## config.mk

```make
export PLATFORM = sky130hd
export DESIGN_NAME = rfe_lane
export DESIGN_NICKNAME = d
export VERILOG_FILES = /design/src/rtl/core/rfe_pkg.sv /design/src/rtl/core/rfe_lane.sv
export SDC_FILE = /design/constraint.sdc
export NUM_CORES = 1
export LEC_CHECK = 0
export BUFFER_PORTS_ARGS = -buffer_cell sky130_fd_sc_hd__buf_2
export CAP_MARGIN = 20
export CORE_MARGIN = 2
export CORE_UTILIZATION = 55
export DETAILED_ROUTE_END_ITERATION = 6
export PLACE_DENSITY = 0.69
export RECOVER_POWER = 25
export SYNTH_ARGS = -nofsm -noshare
export SYNTH_HDL_FRONTEND = slang
export SYNTH_SLANG_ARGS = --single-unit
```

## constraint.sdc

```tcl
create_clock -name vclk -period 24.1
set_input_delay 4.82 -clock vclk [all_inputs]
set_output_delay 4.82 -clock vclk [all_outputs]
set_load 0.05 [all_outputs]
```

## src/rtl/core/rfe_pkg.sv

```systemverilog
// Shared constants, types and helpers for the RGB565 edge feather core.
package rfe_pkg;

  localparam int unsigned NumPx     = 10;
  localparam int unsigned NumLanes  = 9;
  localparam int unsigned Feather   = 6;
  localparam logic [11:0] EdgeBase  = 12'd657;
  localparam logic [11:0] VisRight  = 12'd660;
  localparam logic [2:0]  EdgeIdx0  = 3'd6;

  localparam logic [1:0] RegBarTop     = 2'd0;
  localparam logic [1:0] RegScreenH    = 2'd1;
  localparam logic [1:0] RegSurfaceW   = 2'd2;
  localparam logic [1:0] RegSurfaceH   = 2'd3;

  typedef logic [15:0] pix_t;

  typedef struct packed {
    logic s1;
    logic s2;
    logic s3;
  } stage_en_t;

  // Weight of the pixel's own color at distance d from the edge.
  function automatic logic [7:0] feather_w(input logic [2:0] d);
    logic [7:0] w;
    case (d)
      3'd1:    w = 8'd43;
      3'd2:    w = 8'd85;
      3'd3:    w = 8'd128;
      3'd4:    w = 8'd170;
      3'd5:    w = 8'd213;
      3'd6:    w = 8'd255;
      default: w = 8'd255;
    endcase
    return w;
  endfunction

  // Rounded blend of one channel, divided by 255 through a shift form.
  function automatic logic [5:0] mix_ch(input logic [5:0] own, input logic [5:0] edg,
                                        input logic [7:0] w);
    logic [14:0] x;
    logic [14:0] q;
    x = 15'(own) * 15'(w) + 15'(edg) * 15'(8'd255 - w) + 15'd127;
    q = (x + 15'd1 + (x >> 8)) >> 8;
    return q[5:0];
  endfunction

endpackage

```

## src/rtl/core/rfe_lane.sv

```systemverilog
// One blend lane: feathers a single column toward the edge pixel.
module rfe_lane (
  input  rfe_pkg::pix_t own_i,
  input  rfe_pkg::pix_t edge_px_i,
  input  logic [2:0]    dist_i,
  input  logic          act_i,
  output rfe_pkg::pix_t px_o
);

  logic [7:0] w;
  logic [5:0] r, g, b;

  assign w = rfe_pkg::feather_w(dist_i);
  assign r = rfe_pkg::mix_ch({1'b0, own_i[15:11]}, {1'b0, edge_px_i[15:11]}, w);
  assign g = rfe_pkg::mix_ch(own_i[10:5], edge_px_i[10:5], w);
  assign b = rfe_pkg::mix_ch({1'b0, own_i[4:0]}, {1'b0, edge_px_i[4:0]}, w);

  assign px_o = act_i ? {r[4:0], g, b[4:0]} : own_i;

endmodule

```

* After elaboration in Yosys (flattened, before gate mapping)
Cells that the tools add are included.
** Operators by class
- Add/subtract/negate cells :: 13
- Multipliers :: 6
- Equality and inequality tests :: 5
- Mux-type cells :: 2
** Operators by type and width (count)
- 15-bit by 7-bit adder with 15-bit output (second input constant) :: 3
- 8-bit case mux with 5 select lines :: 1
- 13-bit by 15-bit adder with 15-bit output :: 2
- 13-bit by 1-bit adder with 13-bit output (second input constant) :: 2
- 13-bit by 7-bit adder with 13-bit output :: 2
- 5-bit by 8-bit multiplier with 13-bit output :: 2
- 16-bit two-way mux :: 1
- 14-bit by 15-bit adder with 15-bit output :: 1
- 5-bit by 15-bit multiplier with 15-bit output :: 1
- 6-bit by 15-bit multiplier with 15-bit output :: 1
- 6-bit by 9-bit multiplier with 15-bit output :: 1
- 14-bit by 1-bit adder with 14-bit output (second input constant) :: 1
- 14-bit by 7-bit adder with 14-bit output :: 1
- 6-bit by 8-bit multiplier with 14-bit output :: 1
- 8-bit by 8-bit subtractor with 9-bit output (first input constant) :: 1
- 3-bit by 2-bit == test with 1-bit output (second input constant) :: 2
- 3-bit == test (second input constant) :: 2
- 3-bit by 1-bit == test with 1-bit output (second input constant) :: 1
** Word-level totals
- Register bits :: 0
- Input port bits :: 36
- Output and inout port bits :: 16

* Longest topological paths before layout
- Depth in word-level cells :: 9
- Gate-level depth with buffers :: 37
- Mapped depth without buffers :: 33

* Least setup slack after synthesis
Ideal clock, no wire load.
- Path kind :: in2out
- Start point :: input port dist_i[0]
- End point :: output port px_o[15]
- Data arrival time :: 12.600 ns
- Slack :: 6.680 ns
- Stages :: 36
- Cells stage by stage :: clkbuf_1 buf_2 inv_1 or2_2 clkbuf_1 and2_1 clkbuf_1 nor2_1 inv_1 ha_1 a31oi_1 fa_1 inv_1 fa_1 fa_1 inv_1 fa_1 inv_1 ha_1 or2_2 a21oi_1 a21oi_1 a21oi_1 nor2b_1 o21ai_0 a21oi_1 ha_1 nand4_1 nor2_1 o21ai_0 and3b_1 a221o_1 nor3_1 nand4_1 xor2_1 a21oi_1
** Between the ends
- Longest elaborated chain between the ends :: 9
** Ends and longest elaborated chain
- from (decl) :: RTL line rfe_lane.sv:5 : input logic [2:0] dist_i,
- 3-bit == test (tied with other cells) :: RTL line rfe_pkg.sv:27 : case (d)
- 8-bit case mux with 5 select lines (*) :: RTL line rfe_pkg.sv:27
- 8-bit by 8-bit subtractor with 9-bit output :: RTL line rfe_pkg.sv:44 : x = 15'(own) * 15'(w) + 15'(edg) * 15'(8'd255 - w) + 15'd127;
- 5-bit by 15-bit multiplier with 15-bit output :: RTL line rfe_pkg.sv:44
- 13-bit by 15-bit adder with 15-bit output (*) :: RTL line rfe_pkg.sv:44
- 15-bit by 7-bit adder with 15-bit output (*) :: RTL line rfe_pkg.sv:44
- 13-bit by 1-bit adder with 13-bit output :: RTL line rfe_pkg.sv:45 : q = (x + 15'd1 + (x >> 8)) >> 8;
- 13-bit by 7-bit adder with 13-bit output (*) :: RTL line rfe_pkg.sv:45
- 16-bit two-way mux (*) :: RTL line rfe_lane.sv:18 : assign px_o = act_i ? {r[4:0], g, b[4:0]} : own_i;
- to (decl) :: RTL line rfe_lane.sv:7 : output rfe_pkg::pix_t px_o
Mark *: on every way between the ends. The rest lies on a longest branch, timed or not.

* Worst setup path after layout
- Start point :: input port dist_i[2]
- End point :: output port px_o[14]
Same word-level chain as after synthesis.

==> qor.csv <==
stage,metric,value,unit
run_status,status,"finished, final reports clean",
cells_and_area,regArea,0,sq um
die,start_util,0.563,
yosys,synth.net_count,1458,
yosys,synth-simple-area-share,0.150,
critical_path,end_kind,output port,
critical_path,crit_fanout,18,
die,io_pins,52,
sta,hold_violations,0,
die,core.rowCount,47,
yosys,synth_top_family_by_area,adder cells,
critical_path,worst_path_max_delay_cell,and2_0,
sta,rsz0062_at_grt,no,
grt,grt_pass1_vias,7196,
placed_design,postPlaceCellArea,9840,sq um
critical_path,crit_top_cell,fa_1,
grt,antenna_found_initial,1,
yosys,syn_area,9370,sq um
sta,finalSetupViolations,0,
yosys,postSynthAreaPerCell,8.40,sq um
cells_and_area,area_growth,5.08,%
worst_hold_path,worstHoldStart,own_i[3],
sta,layout_setup_ws,5760,ps
yosys,synth_mux_area_frac,0.00561,
critical_path,critPathRequiredTime,19280,ps
drt,vias_per_cell,5.30,
drt,dr_total_vias,7253,
yosys,synth-compound-area-share,0.114,
sta,min_period,18340,ps
cells_and_area,nFillCells,1532,
drt,drt_iter0_drc,453,
yosys,synth.area.top_cells,"fa_1 36%, ha_1 18%, inv_1 11%",
sta,worst_pin_slew,838,ps
placed_design,dpl.hpwl,18.7,mm
die,die_height,135,microns
cells_and_area,fin_area,9840,sq um
placed_design,place_ws,6350,ps
placed_design,place_congestion,0.930,
cells_and_area,design.seq.count,0,
cts,post_cts_buffers,0,
critical_path,crit_arrival,13520,ps
sta,fmax,54.5,MHz
die,core_area,16600,sq um
grt,overflow,0,
yosys,synth-xor-area-share,0.0578,
sta,slew_headroom,0.438,
cts,cts_hold_repair.buffers,0,
die,die_x,135,microns
yosys,yosysSeqAreaShare,0,
grt,grt_max_degree,31,
grt,grt_pass1_wl,35.4,mm
drt,wl_per_cell,15.2,microns
job,max-cap-violations,0,
cells_and_area,fin_util,0.591,
yosys,netlist.top_cell.by_area,fa_1,
grt,grtUsageTotal,0.241,
yosys,ys_types,65,
yosys,yosys_warnings,0,
drt,antenna_left,0,
cells_and_area,fin_nets,1492,
critical_path,worstSetupStartpointType,primary input,
yosys,syn_inst,1115,
die,die_area,18100,sq um
sta,period_share,0.761,
worst_hold_path,hold_path_class,in -> out,
cells_and_area,drive_above_1_share,0.0636,
drt,wirelength,20.9,mm
placed_design,numPortBuffers,52,
yosys,synth.top_cell.area_share,0.361,
critical_path,cp-startpoint,dist_i[2],
drt,drc_errors,0,
cells_and_area,nClkBuffers,0,
critical_path,crit_path_max_incr_delay,600,ps
drt,first_pass_iters,4,
yosys,synthAdderAreaFrac,0.548,
sta,tns,0,ps
critical_path,worstSetupPathType,in -> out,
cts,cts_resized,0,
sta,drv_slew,0,
[final timing paths]
path	endpoint	slack (ps)	depth (start not counted)
setup / recovery	px_o[14]	5760	33
hold / removal	px_o[3]	10100	4
[cell usage after synthesis, types with 3 or more instances]
master,n
inv_1,287
fa_1,169
ha_1,138
nand2_1,70
and2_1,58
nor2_1,55
a21oi_1,43
xnor2_1,34
xor2_1,26
nor2b_1,25
o21ai_0,24
clkbuf_1,23
a21o_1,18
nor3_1,15
and3_1,10
a31oi_1,7
nand3_1,7
o21a_1,7
nand2b_1,6
nand4_1,6
o211ai_1,6
o21bai_1,6
a211oi_1,5
nor3b_1,5
o22ai_1,5
or2_2,5
o21ai_1,4
a21boi_0,3
mux2i_1,3
[area by class of cell]
type	instances	area, sq um	share of cell area
Antenna cell	1	2.50	0.000254
Inverter	287	1080	0.109
Multi-Input combinational cell	804	8200	0.833
Tap cell	220	275	0.0280
Timing Repair Buffer	56	287	0.0291
[layout by cell type (no fill, tap or decap), types with 6 or more instances in the layout]
master,netlist,layout
inv_1,287,287
fa_1,169,169
ha_1,138,138
nand2_1,70,70
and2_1,58,57
nor2_1,55,54
buf_2,1,49
a21oi_1,43,43
xnor2_1,34,34
xor2_1,26,26
nor2b_1,25,25
o21ai_0,24,23
a21o_1,18,18
nor3_1,15,15
and3_1,10,10
o21a_1,7,7
nand3_1,7,7
a31oi_1,7,7
nand2b_1,6,6
nand4_1,6,6
o211ai_1,6,6
o21bai_1,6,6
[per-stage QoR]
stage | hold WS, ps | cells
floorplan | 9910 | 1115
global placement | 10090 | 1367
detailed placement | 10100 | 1367
CTS | 10100 | 1367
global route | 10130 | 1367
finish | 10100 | 1368
[layer usage]
layer  track usage  wire (microns)
met1         0.361            9940
met3        0.0218             916
met4        0.0281             274
met2         0.393            9720
met5             0               0
[cell families (layout without fill, tap and decap cells)]
family,count (synthesis),count (layout)
AOI/OAI and AO/OA,155,155
xor gates and xnor gates,61,61
adders and majority gates,309,309
buffers and inverters,311,343
muxes,5,5
other,0,1
and+or+nand+nor,274,274
[worst max-delay path: cells and delay by family]
family                     cells  cell delay (ps)
AOI/OAI and AO/OA             10             1900
and+or+nand+nor                9             2310
adders and majority gates      7             3170
buffers and inverters          6             1140
xor gates and xnor gates       1              180
Power is not shown: default switching activity piles up to over one toggle a cycle in this logic, so the estimate is an artifact.
