$ cat src/rtl/core/rfe_pkg.sv
// Shared constants, types and helpers for the RGB565 edge feather core.
package rfe_pkg;

  localparam int unsigned NumPx     = 10;
  localparam int unsigned NumLanes  = 9;
  localparam int unsigned Feather   = 6;
  localparam logic [11:0] EdgeBase  = 12'd657;
  localparam logic [11:0] VisRight  = 12'd660;
  localparam logic [2:0]  EdgeIdx0  = 3'd6;

  localparam logic [1:0] RegBarTop     = 2'd0;
  localparam logic [1:0] RegScreenH    = 2'd1;
  localparam logic [1:0] RegSurfaceW   = 2'd2;
  localparam logic [1:0] RegSurfaceH   = 2'd3;

  typedef logic [15:0] pix_t;

  typedef struct packed {
    logic s1;
    logic s2;
    logic s3;
  } stage_en_t;

  // Weight of the pixel's own color at distance d from the edge.
  function automatic logic [7:0] feather_w(input logic [2:0] d);
    logic [7:0] w;
    case (d)
      3'd1:    w = 8'd43;
      3'd2:    w = 8'd85;
      3'd3:    w = 8'd128;
      3'd4:    w = 8'd170;
      3'd5:    w = 8'd213;
      3'd6:    w = 8'd255;
      default: w = 8'd255;
    endcase
    return w;
  endfunction

  // Rounded blend of one channel, divided by 255 through a shift form.
  function automatic logic [5:0] mix_ch(input logic [5:0] own, input logic [5:0] edg,
                                        input logic [7:0] w);
    logic [14:0] x;
    logic [14:0] q;
    x = 15'(own) * 15'(w) + 15'(edg) * 15'(8'd255 - w) + 15'd127;
    q = (x + 15'd1 + (x >> 8)) >> 8;
    return q[5:0];
  endfunction

endpackage

$ cat src/rtl/core/rfe_edge.sv
// Pipelined edge column search: band span, parabola products and rounding compare.
module rfe_edge (
  input  logic                clk_i,
  input  rfe_pkg::stage_en_t  en_i,
  input  logic [11:0]         row_i,
  input  logic [12:0]         bar_top_i,
  input  logic [11:0]         screen_h_i,
  input  logic [11:0]         surface_w_i,
  input  logic [11:0]         surface_h_i,
  output logic [1:0]          ins_o,
  output logic                blend_o
);

  logic signed [14:0] y_s, bt_s, sh_s, span_s;
  logic               pass_d;
  logic               pass_q, sp_ok_q;
  logic [12:0]        span_q, pos_q;
  logic               pass2_q, sp_ok2_q;
  logic [25:0]        prod_q, den_q;
  logic [30:0]        num2, lhs, t2, t4, t6;
  logic [1:0]         prot;
  logic [11:0]        edge_col;
  logic [1:0]         ins_q;
  logic               blend_q;

  assign y_s    = {3'b000, row_i};
  assign bt_s   = {{2{bar_top_i[12]}}, bar_top_i};
  assign sh_s   = {3'b000, screen_h_i};
  assign span_s = sh_s - bt_s - 15'sd1;

  assign pass_d = (surface_w_i > rfe_pkg::VisRight) && (surface_h_i != 12'd0) &&
                  (y_s >= bt_s) && (row_i < screen_h_i) && (row_i < surface_h_i);

  always_ff @(posedge clk_i) begin
    if (en_i.s1) begin
      pass_q  <= pass_d;
      sp_ok_q <= (span_s > 15'sd0);
      span_q  <= span_s[12:0];
      pos_q   <= 13'(y_s - bt_s);
    end
  end

  always_ff @(posedge clk_i) begin
    if (en_i.s2) begin
      pass2_q  <= pass_q;
      sp_ok2_q <= sp_ok_q;
      prod_q   <= pos_q * (span_q - pos_q);
      den_q    <= span_q * span_q;
    end
  end

  // prot >= k when 12*prod + floor(den/2) >= k*den; compare at twice the scale
  assign num2 = {prod_q, 5'b0} - {2'b0, prod_q, 3'b0};
  assign lhs  = num2 + {5'b0, den_q} - {30'b0, den_q[0]};
  assign t2   = {4'b0, den_q, 1'b0};
  assign t4   = {3'b0, den_q, 2'b0};
  assign t6   = t4 + t2;

  always_comb begin
    prot = 2'd0;
    if (sp_ok2_q) begin
      if (lhs >= t6)      prot = 2'd3;
      else if (lhs >= t4) prot = 2'd2;
      else if (lhs >= t2) prot = 2'd1;
    end
  end

  assign edge_col = rfe_pkg::EdgeBase + {10'b0, prot};

  always_ff @(posedge clk_i) begin
    if (en_i.s3) begin
      ins_q   <= prot;
      blend_q <= pass2_q && (edge_col < surface_w_i);
    end
  end

  assign ins_o   = ins_q;
  assign blend_o = blend_q;

endmodule

$ cat config.mk
export PLATFORM = sky130hd
export DESIGN_NAME = rfe_edge
export DESIGN_NICKNAME = d
export VERILOG_FILES = /design/src/rtl/core/rfe_pkg.sv /design/src/rtl/core/rfe_edge.sv
export SDC_FILE = /design/constraint.sdc
export NUM_CORES = 1
export LEC_CHECK = 0
export CAP_MARGIN = 25
export CORE_ASPECT_RATIO = 1.1
export CORE_MARGIN = 8
export CORE_UTILIZATION = 60
export DETAILED_ROUTE_END_ITERATION = 16
export DONT_BUFFER_PORTS = 1
export GPL_TIMING_DRIVEN = 1
export PLACE_DENSITY_LB_ADDON = 0.15
export SYNTH_ARGS = -nofsm -noshare
export SYNTH_HDL_FRONTEND = slang
export SYNTH_SLANG_ARGS = --single-unit
$ cat constraint.sdc
create_clock -name clk_i -period 7.9 [get_ports clk_i]
set_input_delay 1.58 -clock clk_i [delete_from_list [all_inputs] [get_ports clk_i]]
set_output_delay 1.58 -clock clk_i [all_outputs]
set_load 0.01 [all_outputs]
# Yosys cells after proc, flatten, opt, wreduce, memory -nomap -nowiden
# Index checks and enable logic that the tools add are counted.
[op_classes]
addsub = 9
n_mul = 2
n_lt_le_gt_ge = 9
muxes = 4
reduce_logical = 6
[ops]
columns = ["operator", "n"]
rows = [
  ["$add A31 B26 Y31", 1],
  ["$ge A31 B27 Y1", 1],
  ["$ge A31 B28 Y1", 1],
  ["$ge A31 B29 Y1", 1],
  ["$sub A31 B1 Y31", 1],
  ["$sub A31 B29 Y31", 1],
  ["$add A28 B27 Y29", 1],
  ["$sub A13 B13 Y14", 2],
  ["$mul A13 B13 Y26", 1],
  ["$mul A14 B14 Y26", 1],
  ["$lt A12 B12 Y1", 2],
  ["$gt A15 B1 Y1 const B", 1],
  ["$sub A14 B2 Y15 const B", 1],
  ["$ge A13 B13 Y1", 1],
  ["$sub A13 B13 Y13", 1],
  ["$gt A12 B10 Y1 const B", 1],
  ["$lt A11 B12 Y1", 1],
  ["$reduce_bool A12 Y1", 1],
  ["$add A10 B2 Y11 const A", 1],
  ["$mux W2", 3],
  ["$logic_and A1 B1 Y1", 5],
  ["$mux W1", 1],
]
[word_totals]
regBits = 85
out_inout_bits = 3

# Logic depth before layout (Yosys ltp)
[depth]
word_depth = 11
mapped_depth = 34
mapped_depth_nobuf = 33

# Worst setup path after synthesis
# OpenSTA, ideal clock, no wires.
[synth_path]
path_type = "reg2reg"
from = "register span_q[0]"
to = "register prod_q[24] (data pin)"
setup_ps = 180
t_arrival_ps = 7909
required_time_ps = 7720
slack_ps = -189
path_stages_with_launch = 32
synth_period_minus_slack_ps = 8089
path_cell_list = "edfxtp_1 > clkbuf_1 > inv_1 > ha_1 > fa_1 > nor2b_1 > o21ai_1 > a21boi_1 > o21ai_1 > a21oi_1 > o21ai_1 > a21oi_1 > o41ai_2 > buf_2 > mux2_2 > fa_1 > fa_1 > inv_1 > fa_1 > fa_1 > fa_1 > inv_1 > fa_1 > inv_1 > ha_1 > nor3_1 > o211ai_1 > a31oi_1 > o21bai_1 > a2111o_1 > a2111o_1 > o311ai_1"
[synth_between]
elab_chain_len = 2
[synth_rtl]
columns = ["item", "line", "rtl"]
rows = [
  ["from (decl)", "rfe_edge.sv:17", "logic [12:0] span_q, pos_q;"],
  ["from (signal assigned)", "rfe_edge.sv:38", "span_q <= span_s[12:0];"],
  ["$sub A13 B13 Y14", "rfe_edge.sv:47", "prod_q <= pos_q * (span_q - pos_q);"],
  ["$mul A14 B14 Y26", "rfe_edge.sv:47", ""],
  ["to (signal assigned)", "rfe_edge.sv:47", ""],
  ["to (decl)", "rfe_edge.sv:19", "logic [25:0] prod_q, den_q;"],
]
# No other way between the ends.
# A chain may end at the register's enable or synchronous reset.

# Worst setup path in the final report
[layout_path]
from = "register pos_q[1]"
to = "register prod_q[20] (data pin)"
[layout_between]
elab_chain_len = 2
[layout_rtl]
columns = ["item", "line", "rtl"]
rows = [
  ["from (decl)", "rfe_edge.sv:17", ""],
  ["from (signal assigned)", "rfe_edge.sv:39", "pos_q <= 13'(y_s - bt_s);"],
  ["$sub A13 B13 Y14", "rfe_edge.sv:47", ""],
  ["$mul A14 B14 Y26 (*)", "rfe_edge.sv:47", ""],
]
# Every way passes the cells marked *; elsewhere a longest branch is shown, timed or not.

==> qor.yml <==
pre_cts_ws_ps: -188
start_util: 0.605
status: "completed"
yosys.area.top_type: "fa_1"
chipWidth_um: 195
grt_overflow: 0
regArea_um2: 2520
clk_pin_slew_ps: 60
fillers: 2984
post-route-min-period_ps: 7720
fin_nets: 3125
synth_area_leaders: "fa_1 24%, ha_1 23%, edfxtp_1 12%"
slew_violations: 0
synth-edff-count: 84
grt_max_degree: 54
ys_ff_latch: 84
synth_top_area_share: 0.237
rows: 72
io_buffers: 0
wl_per_cell_um: 17.4
setup_ws_ps: 177
drc: 0
syn_inst: 2376
layout_common_cells: "466 x inv_1, 384 x ha_1, 250 x fa_1"
drt_iter0_markers: 723
critical-path-max-stage-delay_ps: 520
ys.flop_type: "edfxtp_1"
critical-path-top-cell-by-count: "fa_1"
crit_path_top_delay_cell: "fa_1"
syn_nets: 3083
slew-limit-headroom: 0.519
vias: 16200
critPathRequiredTime_ps: 8000
syn_area_um2: 21200
r2r.worst_path.cells: 31
end_kind: "register"
viasPerCell: 5.65
setup_viol: 0
area_delta_synth_final_pct: 6.85
detail-route-antenna-nets: 0
min_path_type: "reg -> reg"
grt.total_usage: 0.245
tns_ps: 0
fmax_ghz: 0.129
async_flop_share: 0
min_period_over_period: 0.978
hold_buffers: 0
grt_pass1_wl_um: 82600
multi_input_area_um2: 16800
yosys.cell_types.count: 74
crit_arrival_ps: 7820
diodes: 0
hold_viol: 0
clkLatencyLatePin_ps: 350
clock_skew_ps: 11.8
critical_path.max_fanout: 4
postLayoutCellArea_um2: 22600
syn_area_per_cell_um2: 8.90
hpwl_um: 42900
worstMarginPinSlew_ps: 715
cts.htree.levels: 3
drive_above_1_share: 0.0648
place_area_um2: 22000
cts-root-buf: "clkbuf_16"
cts.sinks: 84
cts_tree: "done"
gp_congestion: 0.932
crit_type: "reg -> reg"
min_path_cells: 0
io_pins: 68
post-route-util: 0.647
ys_seq_area_frac: 0.119
final_common_cell: "inv_1"
die_h_um: 213
drt-total-wl_um: 50000
antenna_found_initial: 0
maxCapViolations: 0
yosysWarnings: 0
clockBufferDepth: 2
die_area_um2: 41500
first_pass_iters: 6
cts_buffers: 9
grt_pass1_vias: 17200
cp-start-kind: "register"
design.core.area_um2: 35000
## per-layer routing
layer / vias to the layer above / wire length [µm] / GRT usage
met4: 0 / 1320 / 0.0764
li1: 7913 / - / -
met5: - / 0 / 0
met1: 7828 / 20600 / 0.282
met2: 367 / 25700 / 0.465
met3: 77 / 2300 / 0.0322
## cell families (layout without fill, tap and decap cells)
family	after synthesis	after routing	share of synthesized area
AO/OA/AOI/OAI	378	378	0.119
buffers and inverters	520	567	0.0933
XOR/XNOR	115	115	0.0476
adder cells (fa/ha/maj)	643	643	0.469
flip-flops	84	84	0.119
multiplexers	17	17	0.00863
AND/OR/NAND/NOR	619	619	0.143
## area by class of cell
class | count | share of cell area
repair buffers | 82 | 0.0276
flip-flops and latches | 84 | 0.112
clock buffers | 10 | 0.0101
multi-input cells | 1772 | 0.744
well taps | 444 | 0.0246
inverters | 469 | 0.0779
clock inverters | 6 | 0.00426
## Yosys cell counts (4+ instances only)
library cell / n
mux2i_1: 7
nor4_1: 12
or4_1: 4
or3_1: 6
o21bai_1: 12
and3_1: 7
a21oi_1: 101
and4_1: 7
o2111ai_1: 6
nand2_1: 178
nand4_1: 17
a21o_1: 62
nor3_1: 39
nand2b_1: 38
o211ai_1: 8
xnor2_1: 79
nor2_1: 148
edfxtp_1: 84
o31ai_1: 5
fa_1: 251
inv_1: 469
ha_1: 391
clkbuf_1: 45
a21boi_0: 6
o21ai_0: 66
a2111oi_0: 4
o21ai_1: 12
and2_1: 86
a211o_1: 5
o21a_1: 27
nand3_1: 27
mux2_2: 10
a31oi_1: 7
a211oi_1: 19
nor2b_1: 28
nor3b_1: 4
xor2_1: 36
## registers in the layout, indices dropped and copies added (netlist names)
name and cells:
pass_q 1, sp_ok_q 1, den_q 25, pass2_q 1, prod_q 26, span_q 13, sp_ok2_q 1, ins_o 2
blend_o 1, pos_q 13
## per-stage QoR
step           hold WS, ps  instances
6_report               421       2867
5_1_grt                428       2867
4_1_cts                421       2852
3_5_place_dp           419       2834
3_3_place_gp           405       2834
2_1_floorplan          400       2376
## worst max-delay path, delay by kind of cell, from the launching register on
family	cells	cell delay, ps
AOI/OAI and AO/OA	11	1950
xor gates and xnor gates	1	70
adders and majority gates	8	3370
buffers and inverters	7	640
DFF	1	410
and+or+nand+nor	4	1010
## path summary, 6_finish.rpt
path	start	endpoint	slack (ps)
max	pos_q[1]	prod_q[20]	180
min	pass_q	pass2_q	420
max reg2reg	pos_q[1]	prod_q[20]	180
min reg2reg	pass_q	pass2_q	420
## what timing repair did
| action | CTS | global route |
|---|---|---|
| setup buffers | 2 | 15 |
| pin swaps | 3 | 32 |
| gates cloned | 0 | 1 |
| endpoints found under the setup margin | 4 | 9 |
| resized for setup | 3 | 34 |
Power is left out: the tool's default activity adds up to more than one toggle a clock period on the data nets, which glitch-free logic cannot reach.
